==> src/rtl/gbba_pkg.sv <==
`timescale 1ns / 1ps
package gbba_pkg;

    // Default sizing of the store
    localparam int DEF_MAX_GROUPS           = 8;
    localparam int DEF_MAX_BLOCKS_PER_GROUP = 4096;

    // Field widths
    localparam int BLOCK_W  = 16;
    localparam int STATUS_W = 2;
    localparam int CFG_IDX_W = 2;
    localparam int CFG_DATA_W = 13;
    localparam int GCNT_W   = 13;
    localparam int WORD_W   = 64;

    // Count limits
    localparam logic [GCNT_W-1:0]  GROUP_COUNT_MAX = 13'h1FFF;
    localparam logic [BLOCK_W-1:0] TOTAL_COUNT_MAX = 16'hFFFF;

    // Register indexes of the configuration port
    localparam logic [CFG_IDX_W-1:0] CFG_GROUP_COUNT      = 2'd0;
    localparam logic [CFG_IDX_W-1:0] CFG_BLOCKS_PER_GROUP = 2'd1;
    localparam logic [CFG_IDX_W-1:0] CFG_FIRST_DATA_BLOCK = 2'd2;

    // Action codes
    localparam logic ACT_ALLOC = 1'b0;
    localparam logic ACT_FREE  = 1'b1;

    // Result status codes
    localparam logic [STATUS_W-1:0] STAT_OK       = 2'd0;
    localparam logic [STATUS_W-1:0] STAT_NO_SPACE = 2'd1;
    localparam logic [STATUS_W-1:0] STAT_RANGE    = 2'd2;

    // Result of the shared subtract/compare unit
    typedef struct packed {
        logic [BLOCK_W-1:0] diff;
        logic               borrow;
    } alu_res_t;

endpackage

==> src/rtl/gbba_alu.sv <==
`timescale 1ns / 1ps
module gbba_alu (
    input  logic [15:0]       a,
    input  logic [15:0]       b,
    output gbba_pkg::alu_res_t res
);
    import gbba_pkg::*;

    logic [BLOCK_W:0] full;

    // Subtract with borrow out; borrow means a < b
    assign full       = {1'b0, a} - {1'b0, b};
    assign res.diff   = full[BLOCK_W-1:0];
    assign res.borrow = full[BLOCK_W];

endmodule

==> config.mk <==
export PLATFORM = sky130hd
export DESIGN_NAME = gbba_alu
export DESIGN_NICKNAME = d
export VERILOG_FILES = /design/src/rtl/gbba_pkg.sv /design/src/rtl/gbba_alu.sv
export SDC_FILE = /design/constraint.sdc
export NUM_CORES = 1
export LEC_CHECK = 0
export ABC_AREA = 1
export BUFFER_PORTS_ARGS = -buffer_cell sky130_fd_sc_hd__buf_2
export CAP_MARGIN = 20
export CELL_PAD_IN_SITES_DETAIL_PLACEMENT = 1
export CELL_PAD_IN_SITES_GLOBAL_PLACEMENT = 2
export CORE_MARGIN = 1
export CORE_UTILIZATION = 22
export DETAILED_ROUTE_END_ITERATION = 10
export GPL_TIMING_DRIVEN = 0
export PLACE_DENSITY = 0.84
export SETUP_SLACK_MARGIN = 0.1
export SYNTH_ARGS = -nofsm -noshare
export SYNTH_HDL_FRONTEND = slang
export SYNTH_SLANG_ARGS = --single-unit
export TNS_END_PERCENT = 30
==> constraint.sdc <==
create_clock -name vclk -period 1.4
set_input_delay 0.07 -clock vclk [all_inputs]
set_output_delay 0.07 -clock vclk [all_outputs]
set_load 0.01 [all_outputs]
==> summary.txt <==
Floorplanning
  • Ports: just under 50
  • Die Area: 0.00512 mm^2
  • Core box area: 0.00450 mm^2
  • Rows: 24
  • Starting density of the core: 23.6%
  • DIE HEIGHT: 71.6 um
  • DIE WIDTH: 71.6 um

Synth
  • Post-synth cell types: 19
  • Most frequent cell after synthesis: nand2_1
  • Main combinational cell family by area after synthesis: simple AND/OR/NAND/NOR gates
  • Avg Cell Area, Syn: 5.09 um^2
  • Post-synthesis xor/xnor area fraction: approximately 5.8%
  • Multiplexer area fraction after synthesis: 0%
  • Area share of fa/ha/maj cells after synthesis: 20.7%
  • Synth cell count leaders: nand2_1 (76), inv_1 (53), ha_1 (16)
  • Synth top area share: 26.8%
  • Synth top area cells: nand2_1 (27%), ha_1 (19%), inv_1 (19%)
  • Largest area contributor in the netlist: nand2_1
  • Post-synthesis cell count: 209
  • Syn nets: 258
  • Sequential area share after synthesis: 0%
  • Post-synthesis compound-gate area fraction: 6.46%
  • Post-Syn Area: 0.00106 mm^2
  • Yosys Warn Count: 0
  • Synth Area in Simple Gates: approximately 46%

Routing
  • Iteration-0 DRC Markers: 21
  • Vias: 1,318
  • Mean routed wirelength per cell: 9.87 um
  • Routed Wire Length: 3.08 mm
  • Drc violations: 0
  • Mean number of vias per cell: 4.22
  • Antenna Nets Post-Route: 0
  • Drt pass-1 iters: 4

Layout
  • CLK BUF: 0
  • Sequential cells: 0
  • Layout Cells excl Fill: 312
  • FF/Latch Area: 0 um^2
  • Area growth, synth to finish: 50.2%
  • Final nets: 311
  • ANT cells: 0
  • Area of the multi-input gates: 0.00104 mm^2
  • Fill count: 619
  • Fraction of layout cells with a size suffix above 1: 38.1%

Global route
  • Gr ovfl total: 0
  • Vias in the first global route: 1,235
  • All-layer global routing usage: 12.2%
  • Initial antenna violation count: 0
  • Largest net degree at the start of global routing: 7
  • First-pass GRT wire length: roughly 5.3 mm

Run
  • Max Cap Violations: 0

Power and ir drop
  • Leakage: slightly below 1 nW
  • Overall Power: 0.725 mW
  • VDD IR max: 0.129 mV
  • PwrDens: 453 mW/mm^2

STA
  • Setup TNS: 0 ns
  • Fmax: between 700 and 800 MHz
  • Fin. max-slew vios: 0
  • Fin crit period: 1.37 ns
  • Final hold vios: 0
  • Slew margin rel.: 84.7%
  • Setup violations, final: 0
  • Crit share post-route: 98.0%
  • Unrepaired setup endpoints after global routing: yes
  • Least-Margin Pin Slew: approximately 0.23 ns
  • Final worst slack: 0.0278 ns

Worst setup path
  • Req. time, crit path: 1.33 ns
  • Critical path class: input port to output port
  • Worst-path maximum fanout: 3
  • Data arrival, critical path: 1.30 ns
  • CP endpoint kind: output port
  • Worst setup SP type: input port

Hold path
  • Worst Hold Class: input port to output port

Placed design
  • Post-Place Cells: 310
  • GPL Wtd Cong: 0.764
  • Port Buffers: between 40 and 50
  • Dpl ws: -0.177 ns
  • Final HPWL DP: 2.66 mm

CTS
  • Cts hold-fix bufs: 0

Outcome
  • Outcome: completed
-- routing by layer --
layer / vias to the layer above / share of wire [%] / track usage (%)
li1: 723 / - / -
met1: 570 / 53 / 17.8
met2: 25 / 44 / 21.5
met3: 0 / 2.6 / 0.141
met4: 0 / 0 / 0
met5: - / 0 / 0
-- final timing paths --
| path | from | to | slack [ns] | cells past startpoint |
|---|---|---|---|---|
| hold / removal | b[0] | res[1] | 0.47 | 4 |
| setup / recovery | a[0] | res[9] | 0.03 | 11 |
-- through the flow --
stage / utilization (%) / cell area [um^2] / hold slack (ns)
after global placement: 30.9 / 1390 / 0.476
after detailed placement: 30.9 / 1390 / 0.493
after global routing: 35.5 / 1600 / 0.485
final: 35.5 / 1600 / 0.474
after floorplan: - / 1080 / 0.288
after CTS: 34.6 / 1560 / 0.481
-- cells by family after synthesis --
kind of cell	count (synthesis)
and+or+nand+nor	114
buffers and inverters	59
adders and majority gates	17
AOI/OAI and AO/OA	12
xor gates and xnor gates	7
-- worst max-delay path: stages --
cell	delay (ns)
buf_6	0.07
inv_4	0.03
ha_4	0.15
fa_2	0.34
inv_2	0.07
nand3_2	0.06
nand3_2	0.08
nand2_2	0.08
nand3_4	0.10
xor2_2	0.12
buf_2	0.14
-- placed cells by master (no fill, tap or decap) --
cell type,n
a21oi_1,4
a21oi_2,6
buf_2,47
buf_4,2
buf_6,2
clkinv_1,1
fa_2,1
ha_1,4
ha_2,3
ha_4,9
inv_1,51
inv_2,6
inv_4,1
nand2_1,69
nand2_2,14
nand2_4,1
nand3_1,11
nand3_2,2
nand3_4,1
nand4_1,2
nor2_1,9
nor3_1,1
nor3_2,3
o21a_1,1
o21bai_1,1
or2_1,1
xnor2_1,2
xor2_1,4
xor2_2,1
-- what timing repair did --
action | CTS | global route
resized for setup | 32 | 6
endpoints found under the setup margin | 13 | 13
pin swaps | 8 | 4
hold endpoints to repair | 0 | 0
setup buffers | 2 | 0
-- where the power goes --
part           total [mW]  switching (mW)  internal [mW]
clock                   0               0              0
combinational       0.725           0.409          0.316
sequential              0               0              0
total               0.725           0.409          0.316
-- cell type report --
cell class                 instances  share of cell area (%)
inverter                          59                    14.0
multi-input combinational        150                    64.9
tap                               52                    4.07
timing repair buffer              51                    17.1
(Power assumes the default switching activity.)
